<file path="config.mk">
export PLATFORM = sky130hd
export DESIGN_NAME = isotp_frame_segmenter
export DESIGN_NICKNAME = d
export VERILOG_FILES = /design/src/isotp_seg_pkg.sv /design/src/isotp_seg_in_reg.sv /design/src/isotp_seg_core.sv /design/src/isotp_frame_segmenter.sv
export VERILOG_INCLUDE_DIRS = /design/src /design/src/src
export SDC_FILE = /design/constraint.sdc
export NUM_CORES = 1
export LEC_CHECK = 0
export BUFFER_PORTS_ARGS = -buffer_cell sky130_fd_sc_hd__buf_2
export CORE_UTILIZATION = 30
export CTS_CLUSTER_DIAMETER = 50
export DETAILED_ROUTE_END_ITERATION = 6
export GPL_ROUTABILITY_DRIVEN = 0
export SLEW_MARGIN = 25
export SYNTH_ARGS = -nofsm -noshare
export SYNTH_HDL_FRONTEND = slang
export SYNTH_SLANG_ARGS = --single-unit
</file>
<file path="constraint.sdc">
create_clock -name clk -period 8.35 [get_ports clk]
set_input_delay 2.505 -clock clk [delete_from_list [all_inputs] [get_ports clk]]
set_output_delay 2.505 -clock clk [all_outputs]
set_load 0.01 [all_outputs]
</file>
<file path="src/isotp_frame_segmenter_defines.svh">
// assertion helpers used by isotp_seg_core
`ifndef ISOTP_FRAME_SEGMENTER_DEFINES_SVH
`define ISOTP_FRAME_SEGMENTER_DEFINES_SVH

// implication checked in the same cycle
`define ISOTP_ASSERT_SAME(label, ante, cons, msg) \
  label: assert property (@(posedge clk) disable iff (!rst_n) (ante) |-> (cons)) \
    else $error(msg);

// implication checked in the next cycle
`define ISOTP_ASSERT_NEXT(label, ante, cons, msg) \
  label: assert property (@(posedge clk) disable iff (!rst_n) (ante) |=> (cons)) \
    else $error(msg);

`endif

</file>
<file path="src/isotp_seg_pkg.sv">
`timescale 1ns / 1ps
`default_nettype none
package isotp_seg_pkg;

  // protocol control information codes
  localparam logic [7:0] PCI_SINGLE = 8'h00;
  localparam logic [7:0] PCI_FIRST  = 8'h10;
  localparam logic [7:0] PCI_CONSEC = 8'h20;

  localparam logic [7:0]  PAD_RESET     = 8'hAA;
  localparam logic [3:0]  SEQ_RESET     = 4'd1;
  localparam logic [11:0] CAP_NORMAL    = 12'd7;
  localparam logic [11:0] CAP_EXTENDED  = 12'd6;

  typedef enum logic [1:0] {
    CFG_EXTENDED_ADDRESSING = 2'd0,
    CFG_TARGET_ADDRESS      = 2'd1,
    CFG_PAD_VALUE           = 2'd2
  } cfg_idx_t;

  typedef struct packed {
    logic       extended_addressing;
    logic [7:0] target_address;
    logic [7:0] pad_value;
  } seg_cfg_t;

  typedef struct packed {
    logic [7:0]  data_byte;
    logic [11:0] message_length;
  } seg_item_t;

  typedef struct packed {
    logic [7:0][7:0] frame_bytes;
    logic            final_frame;
  } seg_frame_t;

endpackage
`default_nettype wire

</file>
<file path="src/isotp_seg_in_reg.sv">
`timescale 1ns / 1ps
`default_nettype none
module isotp_seg_in_reg
  import isotp_seg_pkg::*;
(
  input  wire logic        clk,
  input  wire logic        rst_n,
  input  wire logic        in_valid,
  output logic             in_stall,
  input  wire logic [7:0]  in_data_byte,
  input  wire logic [11:0] in_message_length,
  input  wire logic        advance,
  output logic             item_valid,
  output seg_item_t        item
);

  logic      item_valid_r;
  seg_item_t item_r;

  // held item blocks the input until the core takes it
  assign in_stall   = item_valid_r && !advance;
  assign item_valid = item_valid_r;
  assign item       = item_r;

  always_ff @(posedge clk) begin
    if (!rst_n) begin
      item_valid_r <= 1'b0;
    end else if (!in_stall) begin
      item_valid_r <= in_valid;
    end
  end

  always_ff @(posedge clk) begin
    if (in_valid && !in_stall) begin
      item_r.data_byte      <= in_data_byte;
      item_r.message_length <= in_message_length;
    end
  end

endmodule
`default_nettype wire

</file>
<file path="src/isotp_seg_core.sv">
`timescale 1ns / 1ps
`default_nettype none
`include "isotp_frame_segmenter_defines.svh"
module isotp_seg_core
  import isotp_seg_pkg::*;
(
  input  wire logic clk,
  input  wire logic rst_n,
  input  wire logic go,
  input  seg_item_t item,
  input  seg_cfg_t  cfg,
  output logic      emit,
  output seg_frame_t frame
);

  logic [11:0]     taken_r, taken_nxt;
  logic [2:0]      fill_r, fill_nxt;
  logic [3:0]      seq_r, seq_nxt;
  logic [7:0][7:0] store_r;

  logic [11:0]     len_eff;
  logic [11:0]     cap;
  logic [11:0]     taken_inc;
  logic [2:0]      pos;
  logic [7:0][7:0] cur;
  logic [3:0]      seq_adv;
  logic            last;

  always_comb begin
    // zero length counts as one byte
    len_eff = (item.message_length == 12'd0) ? 12'd1 : item.message_length;
    cap     = cfg.extended_addressing ? CAP_EXTENDED : CAP_NORMAL;
    cur     = store_r;
    pos     = fill_r;
    seq_adv = seq_r;

    // open a new frame: optional address byte, then pci
    if (fill_r == 3'd0) begin
      pos = 3'd0;
      if (cfg.extended_addressing) begin
        cur[0] = cfg.target_address;
        pos    = 3'd1;
      end
      if (taken_r == 12'd0) begin
        if (len_eff <= cap) begin
          cur[pos] = PCI_SINGLE | {4'd0, len_eff[3:0]};
          pos      = pos + 3'd1;
        end else begin
          cur[pos]        = PCI_FIRST | {4'd0, len_eff[11:8]};
          cur[pos + 3'd1] = len_eff[7:0];
          pos             = pos + 3'd2;
        end
      end else begin
        cur[pos] = PCI_CONSEC | {4'd0, seq_r};
        seq_adv  = seq_r + 4'd1;
        pos      = pos + 3'd1;
      end
    end

    cur[pos]  = item.data_byte;
    taken_inc = taken_r + 12'd1;
    last      = (taken_inc >= len_eff);
    emit      = last || (pos == 3'd7);

    for (int i = 0; i < 8; i++) begin
      frame.frame_bytes[i] = (3'(i) <= pos) ? cur[i] : cfg.pad_value;
    end
    frame.final_frame = last;

    taken_nxt = taken_inc;
    seq_nxt   = seq_adv;
    fill_nxt  = pos + 3'd1;
    if (emit) begin
      fill_nxt = 3'd0;
    end
    if (last) begin
      taken_nxt = 12'd0;
      seq_nxt   = SEQ_RESET;
    end
  end

  always_ff @(posedge clk) begin
    if (!rst_n) begin
      taken_r <= 12'd0;
      fill_r  <= 3'd0;
      seq_r   <= SEQ_RESET;
    end else if (go) begin
      taken_r <= taken_nxt;
      fill_r  <= fill_nxt;
      seq_r   <= seq_nxt;
    end
  end

  always_ff @(posedge clk) begin
    if (go) begin
      store_r <= cur;
    end
  end

  `ISOTP_ASSERT_NEXT(a_last_clears_count, go && emit && last, taken_r == 12'd0 && seq_r == SEQ_RESET, "message end did not clear counters")
  `ISOTP_ASSERT_SAME(a_mid_frame_full, go && emit && !last, pos == 3'd7, "frame emitted before full")
  `ISOTP_ASSERT_NEXT(a_open_frame_kept, go && !emit, fill_r != 3'd0, "open frame lost its fill position")

endmodule
`default_nettype wire

</file>
<file path="src/isotp_frame_segmenter.sv">
`timescale 1ns / 1ps
`default_nettype none
// isotp transmit segmenter: cuts a message into 8-byte can frames
// input channel: one payload byte per transfer (in_data_byte) with the total
//   message length (in_message_length) repeated on every byte of the message
// result channel: one frame per transfer, bytes out_frame_b0..b7 and
//   out_final_frame on the last frame of the message
// configuration: cfg_index / cfg_data written when cfg_valid and cfg_ready;
//   cfg_ready is always high, writes belong to idle periods only
// frame path: a byte that closes a frame passes the input register, then the
//   frame build into the output register, which drives out_valid
// throughput: one byte per cycle unless out_stall holds a frame; the frame
//   build is a single pass from the input register to the output register
// stall: when out_stall holds a frame, the item in the input register waits
//   and in_stall rises, so at most one item sits between the two sides
// reset: synchronous active-low rst_n clears the counters, closes any open
//   frame, sets the sequence number to 1 and the pad byte to 0xAA
module isotp_frame_segmenter
  import isotp_seg_pkg::*;
(
  input  wire logic        clk,
  input  wire logic        rst_n,
  // payload input
  input  wire logic        in_valid,
  output logic             in_stall,
  input  wire logic [7:0]  in_data_byte,
  input  wire logic [11:0] in_message_length,
  // frame output
  output logic             out_valid,
  input  wire logic        out_stall,
  output logic [7:0]       out_frame_b0,
  output logic [7:0]       out_frame_b1,
  output logic [7:0]       out_frame_b2,
  output logic [7:0]       out_frame_b3,
  output logic [7:0]       out_frame_b4,
  output logic [7:0]       out_frame_b5,
  output logic [7:0]       out_frame_b6,
  output logic [7:0]       out_frame_b7,
  output logic             out_final_frame,
  // configuration writes
  input  wire logic        cfg_valid,
  output logic             cfg_ready,
  input  wire logic [1:0]  cfg_index,
  input  wire logic [7:0]  cfg_data
);

  seg_cfg_t   cfg_r;
  seg_item_t  item;
  logic       item_valid;
  logic       advance;
  logic       go;
  logic       emit;
  seg_frame_t frame;
  logic       out_valid_r;
  seg_frame_t out_frame_r;

  // configuration registers, always ready
  assign cfg_ready = 1'b1;

  always_ff @(posedge clk) begin
    if (!rst_n) begin
      cfg_r.extended_addressing <= 1'b0;
      cfg_r.target_address      <= 8'd0;
      cfg_r.pad_value           <= PAD_RESET;
    end else if (cfg_valid && cfg_ready) begin
      unique case (cfg_idx_t'(cfg_index))
        CFG_EXTENDED_ADDRESSING: cfg_r.extended_addressing <= cfg_data[0];
        CFG_TARGET_ADDRESS:      cfg_r.target_address      <= cfg_data;
        CFG_PAD_VALUE:           cfg_r.pad_value           <= cfg_data;
        default:                 ;
      endcase
    end
  end

  // the core may step whenever the output register is free or draining
  assign advance = !out_valid_r || !out_stall;
  assign go      = item_valid && advance;

  isotp_seg_in_reg u_in_reg (
    .clk               (clk),
    .rst_n             (rst_n),
    .in_valid          (in_valid),
    .in_stall          (in_stall),
    .in_data_byte      (in_data_byte),
    .in_message_length (in_message_length),
    .advance           (advance),
    .item_valid        (item_valid),
    .item              (item)
  );

  isotp_seg_core u_core (
    .clk   (clk),
    .rst_n (rst_n),
    .go    (go),
    .item  (item),
    .cfg   (cfg_r),
    .emit  (emit),
    .frame (frame)
  );

  // output register: loads a finished frame, holds it while stalled
  always_ff @(posedge clk) begin
    if (!rst_n) begin
      out_valid_r <= 1'b0;
    end else if (advance) begin
      out_valid_r <= go && emit;
    end
  end

  always_ff @(posedge clk) begin
    if (go && emit) begin
      out_frame_r <= frame;
    end
  end

  assign out_valid       = out_valid_r;
  assign out_frame_b0    = out_frame_r.frame_bytes[0];
  assign out_frame_b1    = out_frame_r.frame_bytes[1];
  assign out_frame_b2    = out_frame_r.frame_bytes[2];
  assign out_frame_b3    = out_frame_r.frame_bytes[3];
  assign out_frame_b4    = out_frame_r.frame_bytes[4];
  assign out_frame_b5    = out_frame_r.frame_bytes[5];
  assign out_frame_b6    = out_frame_r.frame_bytes[6];
  assign out_frame_b7    = out_frame_r.frame_bytes[7];
  assign out_final_frame = out_frame_r.final_frame;

endmodule
`default_nettype wire
</file>
; Yosys cells after proc, flatten, opt, wreduce, memory -nomap -nowiden
; Index checks and enable logic that the tools add are counted.
[totals]
regBits = 187
in_bits = 35
elab_cells = 110
out_inout_bits = 68
[classes]
n_mux = 36
reduce_logical = 22
eq_ne = 4
addsub = 5
n_lt_le_gt_ge = 16
[ops]
columns = operator, count
row1 = 64-bit bitwise mux, 5
row2 = 64-bit 2-to-1 mux, 3
row3 = 8-bit 2-to-1 mux, 13
row4 = 8-bit demux with 3-bit select, 3
row5 = 12-bit logical NOT, 2
row6 = 12-bit 2-to-1 mux, 2
row7 = 3-bit 2-to-1 mux, 5
row8 = "12-bit by 1-bit adder with 12-bit output, second input constant", 1
row9 = 12-bit greater-or-equal comparator, 1
row10 = 12-bit less-or-equal comparator, 1
row11 = "3-bit less-or-equal comparator, first input constant", 4
row12 = "3-bit by 4-bit less-than comparator with 1-bit output, second input constant", 3
row13 = 4-bit 2-to-1 mux, 3
row14 = "3-bit by 1-bit greater-or-equal comparator with 1-bit output, second input constant", 3
row15 = 1-bit logical AND, 7
row16 = "3-bit by 1-bit adder with 3-bit output, second input constant", 2
row17 = "1-bit by 3-bit less-or-equal comparator with 1-bit output, first input constant", 2
row18 = "2-bit by 3-bit less-or-equal comparator with 1-bit output, first input constant", 2
row19 = 2-bit AND reduction, 3
row20 = "4-bit by 1-bit adder with 4-bit output, second input constant", 1
row21 = 1-bit logical NOT, 4
row22 = "3-bit by 2-bit adder with 3-bit output, second input constant", 1
row23 = "3-bit == test, second input constant", 1
row24 = 3-bit logical NOT, 1
row25 = other kinds (8), 10

; Logic depth before layout (Yosys ltp)
[depth]
word_depth = 13
mapped_depth = 16
ltp_nobuf = 15

; By module
; From an unflattened synthesis, not the netlist that was laid out.
[hier_totals]
cells_unflattened = 751
area_unflattened_um2 = 9516.6
[by_module_without_submodules]
columns = mod, cells_each, seq_area_each_um2, n_inst, area_per_inst_um2
row1 = isotp_seg_core, 583, 2302.2, 1, 6165.9
row2 = isotp_frame_segmenter, 144, 2312.2, 1, 2702.6
row3 = isotp_seg_in_reg, 24, 620.6, 1, 648.1

; Worst setup path before layout
; No wires, ideal clock.
[synth_path]
path_type = register to register
start = register u_in_reg.item_r, in the netlist u_in_reg.item[5]
end = register out_frame_r, in the netlist out_final_frame, enable pin
setup_slack_ns = 1.445
period_less_slack_ns = 6.905
stages_incl_launch_ff = 16
required_ns = 7.840
n_path_buf = 2
setup_time_ns = 0.510
t_arrival_ns = 6.395
cell_sequence = edfxtp_1 > nor4_1 > a41o_1 > inv_1 > ha_1 > nand4bb_1 > and4_1 > buf_2 > ha_1 > mux2i_1 > a21o_1 > ha_1 > ha_1 > clkbuf_1 > inv_1 > a21oi_1
[synth_between]
elab_chain_cells = 9
word_cells_on_any_way = 10
classes_between = order compare (2) / eq/ne (1) / mux (4) / reduce/logical (3)
[synth_lines]
columns = item, line_no
row1 = start: declaration, isotp_seg_in_reg.sv:18  ; seg_item_t item_r;
row2 = 12-bit logical NOT, isotp_seg_core.sv:31  ; len_eff = (item.message_length == 12'd0) ? 12'd1 : item.message_length;
row3 = 12-bit 2-to-1 mux *, isotp_seg_core.sv:31
row4 = 12-bit less-or-equal comparator, isotp_seg_core.sv:45  ; if (len_eff <= cap) begin
row5 = 3-bit 2-to-1 mux, isotp_seg_core.sv:45
row6 = 3-bit 2-to-1 mux, isotp_seg_core.sv:44  ; if (taken_r == 12'd0) begin
row7 = 3-bit 2-to-1 mux, isotp_seg_core.sv:38  ; if (fill_r == 3'd0) begin
row8 = 3-bit == test, isotp_seg_core.sv:63  ; emit = last || (pos == 3'd7);
row9 = 1-bit logical OR *, isotp_seg_core.sv:63
row10 = 1-bit logical AND *, isotp_frame_segmenter.sv:111  ; if (go && emit) begin
row11 = end signal: assignment, isotp_frame_segmenter.sv:112  ; out_frame_r <= frame;
row12 = end: declaration, isotp_frame_segmenter.sv:55  ; seg_frame_t out_frame_r;
; Every way passes the cells marked *; elsewhere a longest branch is shown, timed or not.
; A chain may end at the register's enable or synchronous reset.

; Worst setup path after layout
[layout_path]
start = register u_in_reg.item_r, in the netlist u_in_reg.item[5]
end = register out_frame_r, in the netlist out_frame_b7[5], enable pin
; Same word-level chain as after synthesis.

==> out/metrics.cfg <==
[run_status]
outcome = complete, no violations

[place]
dp.final_hpwl_mm = 16.3
place_ws_ns = 2.81
dp_cells = 1192
numPortBuffers = 101

[clock_network]
holdBufCountCts = 0
clk_latency_ns = 0.44
cts_setup_buffers = 0
cts_buffers = 17
htree_num_levels = 4
cts_buffer_depth = 2
cts_tree = done
clk_pin_slew_worst_paths_ns = 0.08
post_cts_resized = 0
clock_sinks = 187
cts_root_buf = clkbuf_16

[grt]
grt_usage_pct = 15.5
antenna_found_initial = 1
grt-ovfl-total = 0
first_global_vias = 5957
grt_max_degree = 68
grt_first_pass_wirelength_mm = 35.7

[worst_hold_path]
min_to = cfg_r[13]
hp-start = cfg_r[13]
hp-class = reg2reg
holdPathStages = 2

[setup_path]
crit_type = reg2reg
r2r-end = out_frame_b7[5]
slowest_delay_ns = 0.81
reg2reg_depth = 14
cp_max_fo = 38
crit_family = compound AO/OA/AOI/OAI gates
reg2reg_setup_slack_ns = 2.86
critPathRequiredTime_ns = 8.43
cp.arrival_ns = 5.57
r2r_start = u_in_reg.item[5]
cp-start-kind = flip-flop
crit_chain = nor4_1 -> a41o_1 -> inv_1 -> ha_1 -> nand4bb_1 -> and4_1 -> ha_1 -> mux2i_1 -> a21o_1 -> ha_1 -> ha_1 -> inv_1 -> a21oi_4 -> buf_4
crit_buf_inv = 3
end_kind = flip-flop
critPathSlowestCell = a21oi_4
cpMostUsedCell = ha_1

[sta]
fin_tns_setup_ns = 0
drv_slew = 0
fin_crit_sh_pct = 65.8
slew_headroom_pct = 33.5
finalSetupViolCount = 0
rsz0062_at_grt = no
timing.fmax_mhz = 182
hold_violations = 0
worst_pin_slew_ns = 0.995
finalCriticalPeriod_ns = 5.49
worst_slack_ns = 2.86
fin_skew_ns = 0.0132

[route]
num_vias = 6152
via_per_inst = 5.03
drt_first_pass_iters = 5
avgRoutedWirePerCell_um = 19.5
drcViolationCount = 0
wl_mm = 23.8
ant_nets = 0
first_iter_violations = 456

[pwr]
p_switching_mw = 0.672
intPower_mw = 1.65
combPwrFrac_pct = 16.3
ir_drop_mv = 0.148
p_seq_share_pct = 48.4
p_clk_share_pct = 35.3
p_leak_nw = 3.99
total_power_mw = 2.32
cellPowerDensity_nw_per_um2 = 220
sw_frac_of_total_pct = 29.0

[die]
ioPinCount = 103
chipHeight_um = 176
start_util_pct = 30.6
rows = 63
die_area_um2 = 31000
die_x_um = 176
fp.coreArea_um2 = 29700

[layout]
layout_common_cells = edfxtp_1 (149), buf_2 (101), mux2_2 (67)
synthToLayoutAreaGrowth_pct = 16.1
drive_gt1_share_pct = 27.5
final_common_cell = edfxtp_1
diodes = 0
stdcell_count = 1224
final_nets = 877

[synthesis]
yosysUniqueCellTypes = 63
synth-seq-cells = 187
yosys.area.top_type = edfxtp_1
synth_ff_type = edfxtp_1
synthArstFlopShare_pct = 0
ys_top_cells_by_area = edfxtp_1 (49%), dfxtp_1 (8.4%), mux2_2 (8.3%), mux2i_1 (5.0%), ha_1 (2.9%)
synth.net_count = 799
ys_seq_area_share_pct = 57.6
synth_edf_count = 149
yosys.area.top_type_share_pct = 49.2
yosysWarningCount = 0
syn_area_per_cell_um2 = 12.2
synthCells = 743
synth_area_um2 = 9090

[job]
drv_cap = 0

## power groups by stage
| stage | Combinational, mW | Clock, mW | Sequential, mW |
|---|---|---|---|
| final | 0.378 | 0.819 | 1.12 |
| after global routing | 0.414 | 0.865 | 1.13 |
| after CTS | 0.377 | 0.836 | 1.12 |
| after detailed placement | 0.375 | 0 | 1.14 |
| after global placement | 0.368 | 0 | 1.14 |
| after floorplan | 0.295 | 0 | 1.11 |
## logic make-up after synthesis
logic type / Yosys count / share of synthesized area, %
xor+xnor: 10 / 0.963
simple gates: 180 / 10.1
buf+inv: 80 / 3.62
compound gates: 144 / 10.2
fa+ha+maj: 21 / 2.89
flops: 187 / 57.6
other cells: 1 / 0.0412
mux: 120 / 14.6
## worst reg2reg max path, stage by stage, from the launching register on
cell	delay (ns)
edfxtp_1	0.46
nor4_1	0.49
a41o_1	0.34
inv_1	0.06
ha_1	0.26
nand4bb_1	0.19
and4_1	0.35
ha_1	0.38
mux2i_1	0.15
a21o_1	0.19
ha_1	0.17
ha_1	0.50
inv_1	0.18
a21oi_4	0.81
buf_4	0.58
## cell type report
class,count,area [µm²]
Timing Repair Buffer,109,566
Sequential cell,187,5240
Fill cell,2894,19200
Tap cell,390,488
Clock buffer,17,425
Inverter,30,115
Multi-Input combinational cell,476,3550
Clock inverter,15,174
## cells in the mapped netlist (7+ instances only)
library cell and number:
mux2_2 67, nor2b_1 15, a32o_1 7, and3_1 9, a31oi_1 9, inv_1 27, clkbuf_1 38, a21oi_1 26
nand4_1 8, or3_1 7, nor2_1 38, a211oi_1 7, edfxtp_1 149, ha_1 21, nand3_1 11, mux2i_1 45
o21ai_0 46, nor3_1 10, nand2_1 60, a21o_1 9, dfxtp_1 38, mux2_4 8
## registers in the layout, indices dropped and copies added (netlist names), 4 cells and up
name,cells
cfg_r,17
out_frame_b0,8
out_frame_b1,8
out_frame_b2,8
out_frame_b3,8
out_frame_b4,8
out_frame_b5,8
out_frame_b6,8
out_frame_b7,8
u_core.seq_r,4
u_core.store_r,64
u_core.taken_r,12
u_in_reg.item,20
## layer usage
metal  wire (µm)  global-route usage, %
met2       11500                   25.4
met4         333                   4.35
met5           0                      0
met3        1290                   3.10
met1       10700                   20.7
## worst max path at each step
stage	end	from	depth (start not counted)	slack (ns)
finish	out_frame_b7[5]	u_in_reg.item[5]	14	2.86
global route	out_frame_b6[2]	u_in_reg.item[5]	14	2.31
floorplan	out_final_frame	u_in_reg.item[5]	15	1.45
detailed placement	out_frame_b6[4]	u_in_reg.item[5]	14	2.81
global placement	in_stall	out_stall	3	2.89
CTS	out_frame_b6[2]	u_in_reg.item[5]	14	2.78
## per-stage QoR
stage / hold WS (ns) / cell area [µm²] / utilization [%]
after floorplan: 0.464 / 9090 / -
after global placement: 0.491 / 9950 / 33.5
after detailed placement: 0.511 / 9950 / 33.5
after CTS: 0.530 / 10500 / 35.5
after global routing: 0.570 / 10600 / 35.5
final: 0.524 / 10600 / 35.5
No activity file was read; power rests on OpenSTA's default activity.
